$ cat src/rtl/hlfr_pkg.sv
`timescale 1ns / 1ps
// ----------------------------------------------------------------------------
// hlfr_pkg
// Shared types and constants of the header/length frame receiver: the
// command that passes from the front end to the burst engine, and the
// buffer bank release that comes back.
// ----------------------------------------------------------------------------
package hlfr_pkg;

  localparam int LEN_W      = 7;
  localparam int SLOT_OUT_W = 3;
  localparam int CMD_DEPTH  = 2;

  typedef struct packed {
    logic                  echo;
    logic [7:0]            data;
    logic                  bank;
    logic [LEN_W-1:0]      len;
    logic [SLOT_OUT_W-1:0] slot;
  } cmd_t;

  typedef struct packed {
    logic valid;
    logic bank;
  } release_t;

endpackage

$ cat src/rtl/hlfr_ram.sv
`timescale 1ns / 1ps
// ----------------------------------------------------------------------------
// hlfr_ram
// Generic simple dual-port RAM: one write port, one read port with
// registered read data held while read enable is low.
// ----------------------------------------------------------------------------
module hlfr_ram #(
  parameter int WIDTH = 8,
  parameter int DEPTH = 64
) (
  input  logic                     clk,
  input  logic                     we,
  input  logic [$clog2(DEPTH)-1:0] waddr,
  input  logic [WIDTH-1:0]         wdata,
  input  logic                     re,
  input  logic [$clog2(DEPTH)-1:0] raddr,
  output logic [WIDTH-1:0]         rdata
);

  logic [WIDTH-1:0] mem [DEPTH];

  always_ff @(posedge clk) begin
    if (we) begin
      mem[waddr] <= wdata;
    end
    if (re) begin
      rdata <= mem[raddr];
    end
  end

endmodule

$ cat src/rtl/hlfr_cmd_fifo.sv
`timescale 1ns / 1ps
// ----------------------------------------------------------------------------
// hlfr_cmd_fifo
// Short command queue between the front end and the burst engine.
// ----------------------------------------------------------------------------
module hlfr_cmd_fifo (
  input  logic           clk,
  input  logic           rst,
  input  logic           push,
  input  hlfr_pkg::cmd_t din,
  output logic           full,
  input  logic           pop,
  output hlfr_pkg::cmd_t dout,
  output logic           empty
);

  localparam int DEPTH = hlfr_pkg::CMD_DEPTH;
  localparam int PTR_W = (DEPTH > 1) ? $clog2(DEPTH) : 1;
  localparam int CNT_W = $clog2(DEPTH + 1);

  hlfr_pkg::cmd_t entries [DEPTH];
  logic [PTR_W-1:0] wr_ptr;
  logic [PTR_W-1:0] rd_ptr;
  logic [CNT_W-1:0] count;
  logic             do_push;
  logic             do_pop;

  assign full    = (count == CNT_W'(DEPTH));
  assign empty   = (count == '0);
  assign dout    = entries[rd_ptr];
  assign do_push = push && !full;
  assign do_pop  = pop && !empty;

  always_ff @(posedge clk) begin
    if (do_push) begin
      entries[wr_ptr] <= din;
    end
  end

  always_ff @(posedge clk) begin
    if (rst) begin
      wr_ptr <= '0;
      rd_ptr <= '0;
      count  <= '0;
    end else begin
      if (do_push) begin
        wr_ptr <= (wr_ptr == PTR_W'(DEPTH - 1)) ? '0 : wr_ptr + PTR_W'(1);
      end
      if (do_pop) begin
        rd_ptr <= (rd_ptr == PTR_W'(DEPTH - 1)) ? '0 : rd_ptr + PTR_W'(1);
      end
      if (do_push && !do_pop) begin
        count <= count + CNT_W'(1);
      end else if (do_pop && !do_push) begin
        count <= count - CNT_W'(1);
      end
    end
  end

endmodule

$ cat src/rtl/hlfr_front.sv
`timescale 1ns / 1ps
// ----------------------------------------------------------------------------
// hlfr_front
// Receive front end: configuration registers, header hunt, length capture,
// frame assembly into a two-bank buffer, and command issue for echoes and
// completed frames.
// ----------------------------------------------------------------------------
module hlfr_front #(
  parameter int MAX_FRAME_LEN = 32,
  parameter int FRAME_SLOTS   = 8
) (
  input  logic                                 clk,
  input  logic                                 rst,
  input  logic                                 wr_en,
  input  logic [1:0]                           wr_index,
  input  logic [7:0]                           wr_data,
  input  logic                                 push,
  output logic                                 full,
  input  logic [7:0]                           rx_byte,
  output logic                                 q_push,
  output hlfr_pkg::cmd_t                       q_din,
  input  logic                                 q_full,
  input  hlfr_pkg::release_t                   rel,
  output logic                                 mem_we,
  output logic [$clog2(MAX_FRAME_LEN):0]       mem_waddr,
  output logic [7:0]                           mem_wdata
);

  localparam int IDX_W  = $clog2(MAX_FRAME_LEN);
  localparam int POS_W  = $clog2(MAX_FRAME_LEN + 1);
  localparam int SLOT_W = (FRAME_SLOTS > 1) ? $clog2(FRAME_SLOTS) : 1;
  localparam int SUM_W  = (POS_W > 9) ? POS_W : 9;

  localparam logic [1:0] REG_LOOPBACK = 2'd0;
  localparam logic [1:0] REG_FIRST    = 2'd1;
  localparam logic [1:0] REG_SECOND   = 2'd2;
  localparam logic [1:0] REG_EXTRA    = 2'd3;

  logic              loopback_mode;
  logic [7:0]        first_header;
  logic [7:0]        second_header;
  logic [7:0]        length_extra;
  logic [POS_W-1:0]  fill_position;
  logic [POS_W-1:0]  fill_position_next;
  logic [POS_W-1:0]  expected_length;
  logic [POS_W-1:0]  expected_length_next;
  logic [SLOT_W-1:0] slot_counter;
  logic [SLOT_W-1:0] slot_counter_next;
  logic              wbank;
  logic              wbank_next;
  logic [1:0]        bank_busy;
  logic [1:0]        bank_set;
  logic              accept;
  logic [SUM_W-1:0]  want_sum;
  logic [POS_W-1:0]  fill_inc;
  logic [SLOT_W+2:0] slot_ext;

  assign full      = q_full || (!loopback_mode && bank_busy[wbank]);
  assign accept    = push && !full;
  assign want_sum  = SUM_W'(rx_byte) + SUM_W'(length_extra);
  assign fill_inc  = fill_position + POS_W'(1);
  assign slot_ext  = {3'b000, slot_counter};
  assign mem_wdata = rx_byte;
  assign mem_waddr = {wbank, fill_position[IDX_W-1:0]};

  always_comb begin
    fill_position_next   = fill_position;
    expected_length_next = expected_length;
    slot_counter_next    = slot_counter;
    wbank_next           = wbank;
    bank_set             = 2'b00;
    mem_we               = 1'b0;
    q_push               = 1'b0;
    q_din.echo           = 1'b0;
    q_din.data           = rx_byte;
    q_din.bank           = wbank;
    q_din.len            = hlfr_pkg::LEN_W'(fill_inc);
    q_din.slot           = slot_ext[2:0];
    if (accept) begin
      if (loopback_mode) begin
        q_push     = 1'b1;
        q_din.echo = 1'b1;
      end else if (fill_position == POS_W'(0)) begin
        if (rx_byte == first_header) begin
          mem_we             = 1'b1;
          fill_position_next = POS_W'(1);
        end
      end else if (fill_position == POS_W'(1)) begin
        if (rx_byte == second_header) begin
          mem_we             = 1'b1;
          fill_position_next = POS_W'(2);
        end else begin
          fill_position_next = '0;
        end
      end else if (fill_position == POS_W'(2)) begin
        mem_we             = 1'b1;
        fill_position_next = POS_W'(3);
        if (want_sum > SUM_W'(MAX_FRAME_LEN)) begin
          expected_length_next = POS_W'(MAX_FRAME_LEN);
        end else begin
          expected_length_next = want_sum[POS_W-1:0];
        end
      end else if (fill_position >= POS_W'(MAX_FRAME_LEN)) begin
        fill_position_next = '0;
      end else begin
        mem_we             = 1'b1;
        fill_position_next = fill_inc;
        if (fill_inc >= expected_length) begin
          q_push             = 1'b1;
          fill_position_next = '0;
          wbank_next         = !wbank;
          bank_set[wbank]    = 1'b1;
          if (slot_counter == SLOT_W'(FRAME_SLOTS - 1)) begin
            slot_counter_next = '0;
          end else begin
            slot_counter_next = slot_counter + SLOT_W'(1);
          end
        end
      end
    end
  end

  always_ff @(posedge clk) begin
    if (rst) begin
      loopback_mode   <= 1'b0;
      first_header    <= '0;
      second_header   <= '0;
      length_extra    <= '0;
      fill_position   <= '0;
      expected_length <= POS_W'(MAX_FRAME_LEN);
      slot_counter    <= '0;
      wbank           <= 1'b0;
      bank_busy       <= 2'b00;
    end else begin
      if (wr_en) begin
        case (wr_index)
          REG_LOOPBACK: loopback_mode <= wr_data[0];
          REG_FIRST:    first_header  <= wr_data;
          REG_SECOND:   second_header <= wr_data;
          REG_EXTRA:    length_extra  <= wr_data;
          default:      ;
        endcase
      end
      fill_position   <= fill_position_next;
      expected_length <= expected_length_next;
      slot_counter    <= slot_counter_next;
      wbank           <= wbank_next;
      for (int b = 0; b < 2; b++) begin
        if (bank_set[b]) begin
          bank_busy[b] <= 1'b1;
        end else if (rel.valid && (rel.bank == 1'(b))) begin
          bank_busy[b] <= 1'b0;
        end
      end
    end
  end

endmodule

$ cat src/rtl/hlfr_back.sv
`timescale 1ns / 1ps
// ----------------------------------------------------------------------------
// hlfr_back
// Burst engine: takes commands from the queue, reads completed frames out
// of the buffer one byte at a time, and holds the result register.
// ----------------------------------------------------------------------------
module hlfr_back #(
  parameter int MAX_FRAME_LEN = 32
) (
  input  logic                             clk,
  input  logic                             rst,
  input  hlfr_pkg::cmd_t                   q_dout,
  input  logic                             q_empty,
  output logic                             q_pop,
  output logic                             mem_re,
  output logic [$clog2(MAX_FRAME_LEN):0]   mem_raddr,
  input  logic [7:0]                       mem_rdata,
  output hlfr_pkg::release_t               rel,
  output logic                             empty,
  input  logic                             pop,
  output logic                             kind,
  output logic [7:0]                       data_byte,
  output logic [4:0]                       byte_index,
  output logic [5:0]                       frame_length,
  output logic [2:0]                       slot,
  output logic                             last
);

  localparam int IDX_W = $clog2(MAX_FRAME_LEN);
  localparam int LEN_W = hlfr_pkg::LEN_W;

  typedef enum logic [2:0] {
    ST_IDLE = 3'b001,
    ST_READ = 3'b010,
    ST_LOAD = 3'b100
  } state_t;

  state_t           state;
  hlfr_pkg::cmd_t   cur;
  logic [LEN_W-1:0] idx;
  logic [LEN_W-1:0] idx_inc;
  logic             out_valid;
  logic             out_free;
  logic             is_last;

  assign out_free  = !out_valid || pop;
  assign idx_inc   = idx + LEN_W'(1);
  assign is_last   = (idx_inc == cur.len);
  assign empty     = !out_valid;
  assign mem_re    = (state == ST_READ);
  assign mem_raddr = {cur.bank, idx[IDX_W-1:0]};
  assign rel.valid = (state == ST_LOAD) && out_free && is_last;
  assign rel.bank  = cur.bank;
  assign q_pop     = (state == ST_IDLE) && !q_empty && (!q_dout.echo || out_free);

  always_ff @(posedge clk) begin
    if (q_pop) begin
      cur <= q_dout;
      idx <= '0;
    end else if ((state == ST_LOAD) && out_free) begin
      idx <= idx_inc;
    end
  end

  always_ff @(posedge clk) begin
    if ((state == ST_IDLE) && q_pop && q_dout.echo) begin
      kind         <= 1'b1;
      data_byte    <= q_dout.data;
      byte_index   <= '0;
      frame_length <= '0;
      slot         <= '0;
      last         <= 1'b1;
    end else if ((state == ST_LOAD) && out_free) begin
      kind         <= 1'b0;
      data_byte    <= mem_rdata;
      byte_index   <= idx[4:0];
      frame_length <= cur.len[5:0];
      slot         <= cur.slot;
      last         <= is_last;
    end
  end

  always_ff @(posedge clk) begin
    if (rst) begin
      state     <= ST_IDLE;
      out_valid <= 1'b0;
    end else begin
      case (state)
        ST_IDLE: begin
          if (q_pop) begin
            if (q_dout.echo) begin
              out_valid <= 1'b1;
            end else begin
              state <= ST_READ;
              if (pop) begin
                out_valid <= 1'b0;
              end
            end
          end else if (pop) begin
            out_valid <= 1'b0;
          end
        end
        ST_READ: begin
          state <= ST_LOAD;
          if (pop) begin
            out_valid <= 1'b0;
          end
        end
        ST_LOAD: begin
          if (out_free) begin
            out_valid <= 1'b1;
            state     <= is_last ? ST_IDLE : ST_READ;
          end
        end
        default: begin
          state     <= ST_IDLE;
          out_valid <= 1'b0;
        end
      endcase
    end
  end

endmodule

$ cat src/rtl/header_length_frame_receiver.sv
`timescale 1ns / 1ps
// ----------------------------------------------------------------------------
// header_length_frame_receiver
// Two-byte-header, length-prefixed frame receiver with loopback echo.
//
// Input channel: rx_byte is taken at a clock edge with push high and full
// low. Result channel: while empty is low the oldest result sits on kind,
// data_byte, byte_index, frame_length, slot and last; pop takes it.
// Configuration: wr_en, wr_index, wr_data write one register per cycle
// (0 loopback, 1 first header, 2 second header, 3 length extra); write only
// while the block is idle.
// Loopback: each byte becomes one echo beat, shown after the command queue
// and result register; one byte per cycle is accepted while the queue has
// room. Frames: bytes are accepted one per cycle into a two-bank buffer;
// the burst of a completed frame starts once its command leaves the queue
// and delivers one beat at a time, each through the buffer read followed
// by the result register load. A new frame fills the other bank meanwhile;
// full rises when the bank it needs is still being read out.
// Reset clears the settings, the hunt state and the queues; no clearing
// pass. A stalled result side holds the result and backs up into full.
// ----------------------------------------------------------------------------
module header_length_frame_receiver #(
  parameter int MAX_FRAME_LEN = 32,
  parameter int FRAME_SLOTS   = 8
) (
  input  logic       clk,
  input  logic       rst,
  input  logic       wr_en,
  input  logic [1:0] wr_index,
  input  logic [7:0] wr_data,
  input  logic       push,
  output logic       full,
  input  logic [7:0] rx_byte,
  output logic       empty,
  input  logic       pop,
  output logic       kind,
  output logic [7:0] data_byte,
  output logic [4:0] byte_index,
  output logic [5:0] frame_length,
  output logic [2:0] slot,
  output logic       last
);

  localparam int AW = $clog2(MAX_FRAME_LEN) + 1;

  hlfr_pkg::cmd_t     q_din;
  hlfr_pkg::cmd_t     q_dout;
  hlfr_pkg::release_t rel;
  logic               q_push;
  logic               q_full;
  logic               q_pop;
  logic               q_empty;
  logic               mem_we;
  logic [AW-1:0]      mem_waddr;
  logic [7:0]         mem_wdata;
  logic               mem_re;
  logic [AW-1:0]      mem_raddr;
  logic [7:0]         mem_rdata;

  hlfr_front #(
    .MAX_FRAME_LEN(MAX_FRAME_LEN),
    .FRAME_SLOTS  (FRAME_SLOTS)
  ) u_front (
    .clk      (clk),
    .rst      (rst),
    .wr_en    (wr_en),
    .wr_index (wr_index),
    .wr_data  (wr_data),
    .push     (push),
    .full     (full),
    .rx_byte  (rx_byte),
    .q_push   (q_push),
    .q_din    (q_din),
    .q_full   (q_full),
    .rel      (rel),
    .mem_we   (mem_we),
    .mem_waddr(mem_waddr),
    .mem_wdata(mem_wdata)
  );

  hlfr_cmd_fifo u_fifo (
    .clk  (clk),
    .rst  (rst),
    .push (q_push),
    .din  (q_din),
    .full (q_full),
    .pop  (q_pop),
    .dout (q_dout),
    .empty(q_empty)
  );

  hlfr_ram #(
    .WIDTH(8),
    .DEPTH(2 ** AW)
  ) u_ram (
    .clk  (clk),
    .we   (mem_we),
    .waddr(mem_waddr),
    .wdata(mem_wdata),
    .re   (mem_re),
    .raddr(mem_raddr),
    .rdata(mem_rdata)
  );

  hlfr_back #(
    .MAX_FRAME_LEN(MAX_FRAME_LEN)
  ) u_back (
    .clk         (clk),
    .rst         (rst),
    .q_dout      (q_dout),
    .q_empty     (q_empty),
    .q_pop       (q_pop),
    .mem_re      (mem_re),
    .mem_raddr   (mem_raddr),
    .mem_rdata   (mem_rdata),
    .rel         (rel),
    .empty       (empty),
    .pop         (pop),
    .kind        (kind),
    .data_byte   (data_byte),
    .byte_index  (byte_index),
    .frame_length(frame_length),
    .slot        (slot),
    .last        (last)
  );

endmodule
$ cat config.mk
export PLATFORM = sky130hd
export DESIGN_NAME = header_length_frame_receiver
export DESIGN_NICKNAME = d
export VERILOG_FILES = /design/src/rtl/hlfr_pkg.sv /design/src/rtl/hlfr_ram.sv /design/src/rtl/hlfr_cmd_fifo.sv /design/src/rtl/hlfr_front.sv /design/src/rtl/hlfr_back.sv /design/src/rtl/header_length_frame_receiver.sv
export SDC_FILE = /design/constraint.sdc
export NUM_CORES = 1
export LEC_CHECK = 0
export BUFFER_PORTS_ARGS = -buffer_cell sky130_fd_sc_hd__buf_2
export CAP_MARGIN = 20
export CORE_ASPECT_RATIO = 1.1
export CORE_MARGIN = 3
export CORE_UTILIZATION = 35
export DETAILED_ROUTE_END_ITERATION = 6
export SYNTH_ARGS = -nofsm -noshare
export SYNTH_HDL_FRONTEND = slang
export SYNTH_SLANG_ARGS = --single-unit
$ cat constraint.sdc
create_clock -name clk -period 4.35 [get_ports clk]
set_input_delay 0.6525 -clock clk [delete_from_list [all_inputs] [get_ports clk]]
set_output_delay 0.6525 -clock clk [all_outputs]
set_load 0.01 [all_outputs]
* Word-level counts from Yosys, hierarchy flattened
Memory sizes are Yosys's and may differ from the RTL's. A register that Yosys moved wholly into a read port is not among the register bits.
Index checks and enable logic that the tools add are counted.
** Storage, ports and cells
- Bits in writable memories :: 550
- Output and inout port bits :: 26
- Bits of input ports :: 23
- Memories :: 2
- Flip-flop bits (word level) :: 93
** Memories
- u_ram.mem :: depth 64, width 8, rd ports 1, clocked after memory_dff 1, wr ports 1, line hlfr_ram.sv:20 : logic [WIDTH-1:0] mem [DEPTH];
- u_fifo.entries :: depth 2, width 19, rd ports 1, clocked after memory_dff 1, wr ports 1, line hlfr_cmd_fifo.sv:21 : hlfr_pkg::cmd_t entries [DEPTH];
** Cells by class
- Muxes and demuxes :: 63
- Bitwise operators :: 6
- Reductions and logical operators :: 42
- Add/subtract/negate cells :: 8
- Order comparisons :: 5
- Eq/ne operators :: 17
** Operators by type and width (count)
- 2-to-1 mux 6 bit :: 7
- 2-to-1 mux 1 bit :: 36
- 2-to-1 mux 2 bit :: 11
- == test 8 bit :: 2
- 2-to-1 mux 8 bit :: 2
- logical AND 1 bit :: 15
- 2-to-1 mux 3 bit :: 4
- adder 8 x 8 -> 9 bit :: 1
- greater-than comparator 9 x 6 -> 1 bit, second input constant :: 1
- logical NOT 1 bit :: 9
- one-hot mux 3 bit (3 select lines) :: 1
- AND reduction 2 bit :: 4
- nonzero test 2 bit :: 4
- adder 7 x 1 -> 7 bit, second input constant :: 1
- == test 7 bit :: 1
- AND reduction 7 bit :: 1
- adder 6 x 1 -> 6 bit, second input constant :: 1
- == test 2 bit, second input constant :: 3
- == test 3 bit, second input constant :: 2
- == test 6 x 1 -> 1 bit, second input constant :: 1
- == test 6 x 2 -> 1 bit, second input constant :: 1
- greater-or-equal comparator 6 bit :: 1
- greater-or-equal comparator 6 bit, second input constant :: 1
- logical NOT 6 bit :: 1
- 18 further kinds :: 30

* Logic depth before layout (Yosys ltp)
- Depth after elaboration :: 14
- Depth in mapped cells :: 14
- Mapped depth without buffers :: 13

* Cells and area by module
A second synthesis with hierarchy kept.
** Second synthesis, totals
- Cells, all modules :: 1510
- Area total of the unflattened synthesis :: 26649.3 sq um
** By module, submodules not included
- hlfr_ram :: sequential area each 15615.0 sq um, times used 1, area each 20215.6 sq um, cells each 919
- hlfr_front :: sequential area each 860.8 sq um, times used 1, area each 2736.4 sq um, cells each 308
- hlfr_back :: sequential area each 1111.1 sq um, times used 1, area each 2043.2 sq um, cells each 196
- hlfr_cmd_fifo :: sequential area each 1301.2 sq um, times used 1, area each 1654.1 sq um, cells each 87

* Worst setup path before layout
OpenSTA, ideal clock, no wires.
- Path type :: flip-flop to flip-flop
- Start point :: reg u_front.fill_position[3]
- End point :: mem u_fifo.entries[0][0] in the netlist's numbering (enable)
- Required time :: 3.953 ns
- Setup slack :: 1.130 ns
- Buffers on the path :: 1
- Stages on the path, launching flop included :: 10
- Clock period less this slack :: 3.220 ns
- Arrival time :: 2.823 ns
- Cell sequence :: dfxtp_1 > clkbuf_1 > and3_1 > xnor2_1 > ha_1 > and3_1 > a221oi_2 > nor2_1 > o211a_1 > nor2b_1
** RTL lines
- from (decl) :: line hlfr_front.sv:43 : logic [POS_W-1:0] fill_position;
- from (signal assigned) :: line hlfr_front.sv:144 : fill_position <= fill_position_next;
- to (decl) :: line hlfr_cmd_fifo.sv:21

==> impl_metrics.py <==
metrics = {
    "die": {
        "dieWidth_um": 267,
        "core_um2": 73700,
        "start_util_pct": 35.6,
        "die_h_um": 293,
        "num_rows": 104,
        "pin_count": 49,
        "dieArea_um2": 78200,
    },
    "cells_and_area": {
        "register_area_um2": 18800,
        "final_cells": 2595,
        "fin_nets": 1635,
        "drive_gt1_share_pct": 22.2,
        "area_growth_pct": 14.1,
        "final.fill_count": 6608,
        "multi_input_area_um2": 6840,
    },
    "yosys": {
        "synth-async-reset-ratio_pct": 0,
        "synth_nets": 1512,
        "synth_area_um2": 26200,
        "ys_warn_count": 0,
        "yosys-top-cells-count": "edfxtp_1, nor2_1, mux4_2",
        "synth_ff_type": "edfxtp_1",
        "synth_seq_area_share_pct": 71.7,
        "synth_edf_count": 576,
        "synthTopCellsByArea": "edfxtp_1, mux4_2, dfxtp_1",
        "yosysTopAreaCell": "edfxtp_1",
        "synth.most_common_cell": "edfxtp_1",
        "synth-seq-cells": 651,
        "avgSynthCellArea_um2": 17.9,
        "synth_top_area_share_pct": 66.0,
        "synthCells": 1466,
        "synthDistinctLibCells": 66,
    },
    "route": {
        "routed_wirelength_um": 61500,
        "num_vias": 13700,
        "drt_pre_antenna_iters": 5,
        "ant_nets": 0,
        "drt_iter0_markers": 939,
        "wl_per_cell_um": 23.7,
        "drc": 0,
        "via_per_inst": 5.28,
    },
    "critical_path": {
        "worstPathArrival_ns": 4.27,
        "crit_path_end": "u_fifo.count[1]",
        "critPathLaunchType": "flop",
        "timing.rr.start": "u_front.fill_position[0]",
        "reg2reg_to": "u_fifo.count[1]",
        "r2r_cells": 11,
        "required_ns": 4.90,
        "crit_type": "flop to flop",
        "endpoint_kind": "flop",
        "crit_start": "u_front.fill_position[0]",
        "path_max_fanout": 9,
        "regToRegSetupSlack_ns": 0.64,
    },
    "placement": {
        "dp_cells": 2480,
        "place.port_buffers": 48,
        "place_congestion": 0.802,
        "dp_hpwl_um": 39700,
    },
    "sta": {
        "hold_viol_final": 0,
        "tns_ns": 0,
        "max_slew_margin_pct": 32.5,
        "slew_viol_final": 0,
        "setup_viol": 0,
        "timing.fmax_mhz": 269,
        "post-route-min-period_ns": 3.71,
        "fin_skew_ns": 0.0193,
        "period_share_pct": 85.4,
        "rsz0062_at_grt": "no",
        "worst_slew_pin_slew_ns": 1.01,
    },
    "power_and_ir_drop": {
        "power.density_nw_per_um2": 440,
        "p_leak_nw": 9.79,
        "comb_power_share_pct": 6.0,
        "p_int_mw": 10.3,
        "total_power_mw": 13.2,
        "ir_worst_vdd_uv": 275,
        "clkPwrFrac_pct": 40.7,
        "pwr-share-seq_pct": 53.3,
        "switchingPower_mw": 2.84,
        "swShare_pct": 21.6,
    },
    "global_routing": {
        "grt_start_max_net_pins": 69,
        "track_usage_pct": 15.8,
        "grt_pass1_wl_um": 92300,
        "grt_pass1_vias": 14100,
        "antenna_found_initial": 7,
        "grt-ovfl-total": 0,
    },
    "clock_network": {
        "postCtsResizedCells": 0,
        "cts.sinks": 651,
        "clkLatencyLatePin_ns": 0.63,
        "clockBufferDepth": 3,
        "cts_buffers": 60,
        "holdBufCountCts": 0,
        "htree_levels": 2,
        "root_buffer": "clkbuf_16",
        "tritoncts": "built",
        "clk_pin_slew_ns": 0.06,
        "post-cts-setup-buffers": 0,
    },
    "flow_run": {
        "max-cap-violations": 0,
    },
    "min_path": {
        "min_path_type": "input pin to flop",
    },
    "outcome": {
        "outcome": "finished, final reports clean",
    },
}
## state kept, by name, summed over array words and instances, names as in the netlist, 2 cells and up, named ones only
signal                   cells
u_fifo.count                 2
u_front.fill_position        6
u_front.expected_length      6
u_back.data_byte             8
u_front.length_extra         8
u_back.slot                  3
u_front.first_header         8
u_back.frame_length          6
u_back.idx                   7
u_ram.rdata                  8
u_ram.mem                  512
u_fifo.entries              38
u_front.bank_busy            2
u_back.byte_index            5
u_back.cur                   9
u_front.second_header        8
u_front.slot_counter         3
u_back.state                 3
## cell type report
cell class	count	area share, %
diodes	3	0.0251
inverters	21	0.264
clock buffers	75	5.52
repair buffers	137	3.16
flip-flops and latches	651	62.9
clock inverters	36	1.24
multi-input cells	718	22.9
well taps	954	3.99
## power groups by stage
| stage | combinational [mW] | sequential [mW] | clock, mW |
|---|---|---|---|
| 3_5_place_dp | 0.802 | 7.15 | 0 |
| 5_1_grt | 0.857 | 7.02 | 5.72 |
| 2_1_floorplan | 0.492 | 7.12 | 0 |
| 3_3_place_gp | 0.787 | 7.14 | 0 |
| 6_report | 0.791 | 7.01 | 5.36 |
| 4_1_cts | 0.804 | 7.01 | 5.48 |
## layout by cell type, fill, tap and decap left out, drive strengths merged, types with 3 or more instances in the layout
cell type	synthesis	layout
a2111oi	3	3
a211o	4	4
a211oi	22	22
a21oi	41	41
a221oi	11	11
a22o	15	15
a22oi	4	4
and2	5	5
and3	7	7
buf	49	137
bufinv	0	7
clkbuf	27	75
clkinv	0	26
dfxtp	75	75
diode	0	3
edfxtp	576	576
ha	22	22
inv	21	23
mux2	12	12
mux2i	39	39
mux4	128	128
nand2	57	57
nand2b	7	7
nand3	14	14
nand3b	3	3
nand4	10	10
nor2	136	136
nor2b	30	30
nor3	16	16
nor3b	4	4
nor4	6	6
o21a	3	3
o21ai	13	13
o221ai	5	5
o22ai	17	17
o32ai	9	9
or3	13	13
xnor2	13	13
xor2	27	27
## layer usage
layer,part of all wire (%),vias to the layer above,global-route usage (%)
li1,-,6099,-
met1,41,7120,20.6
met2,51,374,27.5
met3,5.2,94,2.40
met4,2.5,4,4.68
met5,0.034,-,0
## stage by stage
stage / hold slack (ns) / cell area, µm² / setup WS [ns] / util (%)
global placement: 0.430 / 27900 / 0.723 / 37.8
detailed placement: 0.438 / 27900 / 0.600 / 37.8
finish: 0.311 / 29900 / 0.637 / 40.6
floorplan: 0.424 / 26200 / 1.13 / -
CTS: 0.273 / 29900 / 0.579 / 40.6
global route: 0.300 / 29900 / 0.339 / 40.6
## logic make-up after synthesis
kind of cell	share of synthesized area (%)
DFF	71.7
and+or+nand+nor	5.68
muxes	13.4
AOI/OAI and AO/OA	4.57
buffers and inverters	2.19
xor gates and xnor gates	1.34
adders and majority gates	1.13
## critical path, cell delays in order, from the launching register on
cell	delay (ns)
dfxtp_1	0.53
ha_1	0.29
nand3_1	0.12
xnor2_1	0.36
ha_1	0.32
and3_1	0.20
a221oi_2	0.53
nor2_1	0.18
o211a_1	0.29
ha_1	0.32
or3_1	0.36
a21oi_1	0.14
## worst min path at each step
| stage | start | end | slack, ns | depth (start not counted) |
|---|---|---|---|---|
| floorplan | u_front.wbank | u_fifo.entries[0][9] | 0.42 | 0 |
| global placement | u_back.kind | u_back.kind | 0.43 | 1 |
| detailed placement | u_back.last | u_back.last | 0.44 | 2 |
| CTS | wr_data[1] | u_front.length_extra[1] | 0.27 | 3 |
| global route | wr_data[1] | u_front.length_extra[1] | 0.30 | 3 |
| finish | wr_data[1] | u_front.length_extra[1] | 0.31 | 3 |
Note: power is estimated with default switching activity, not from simulation.
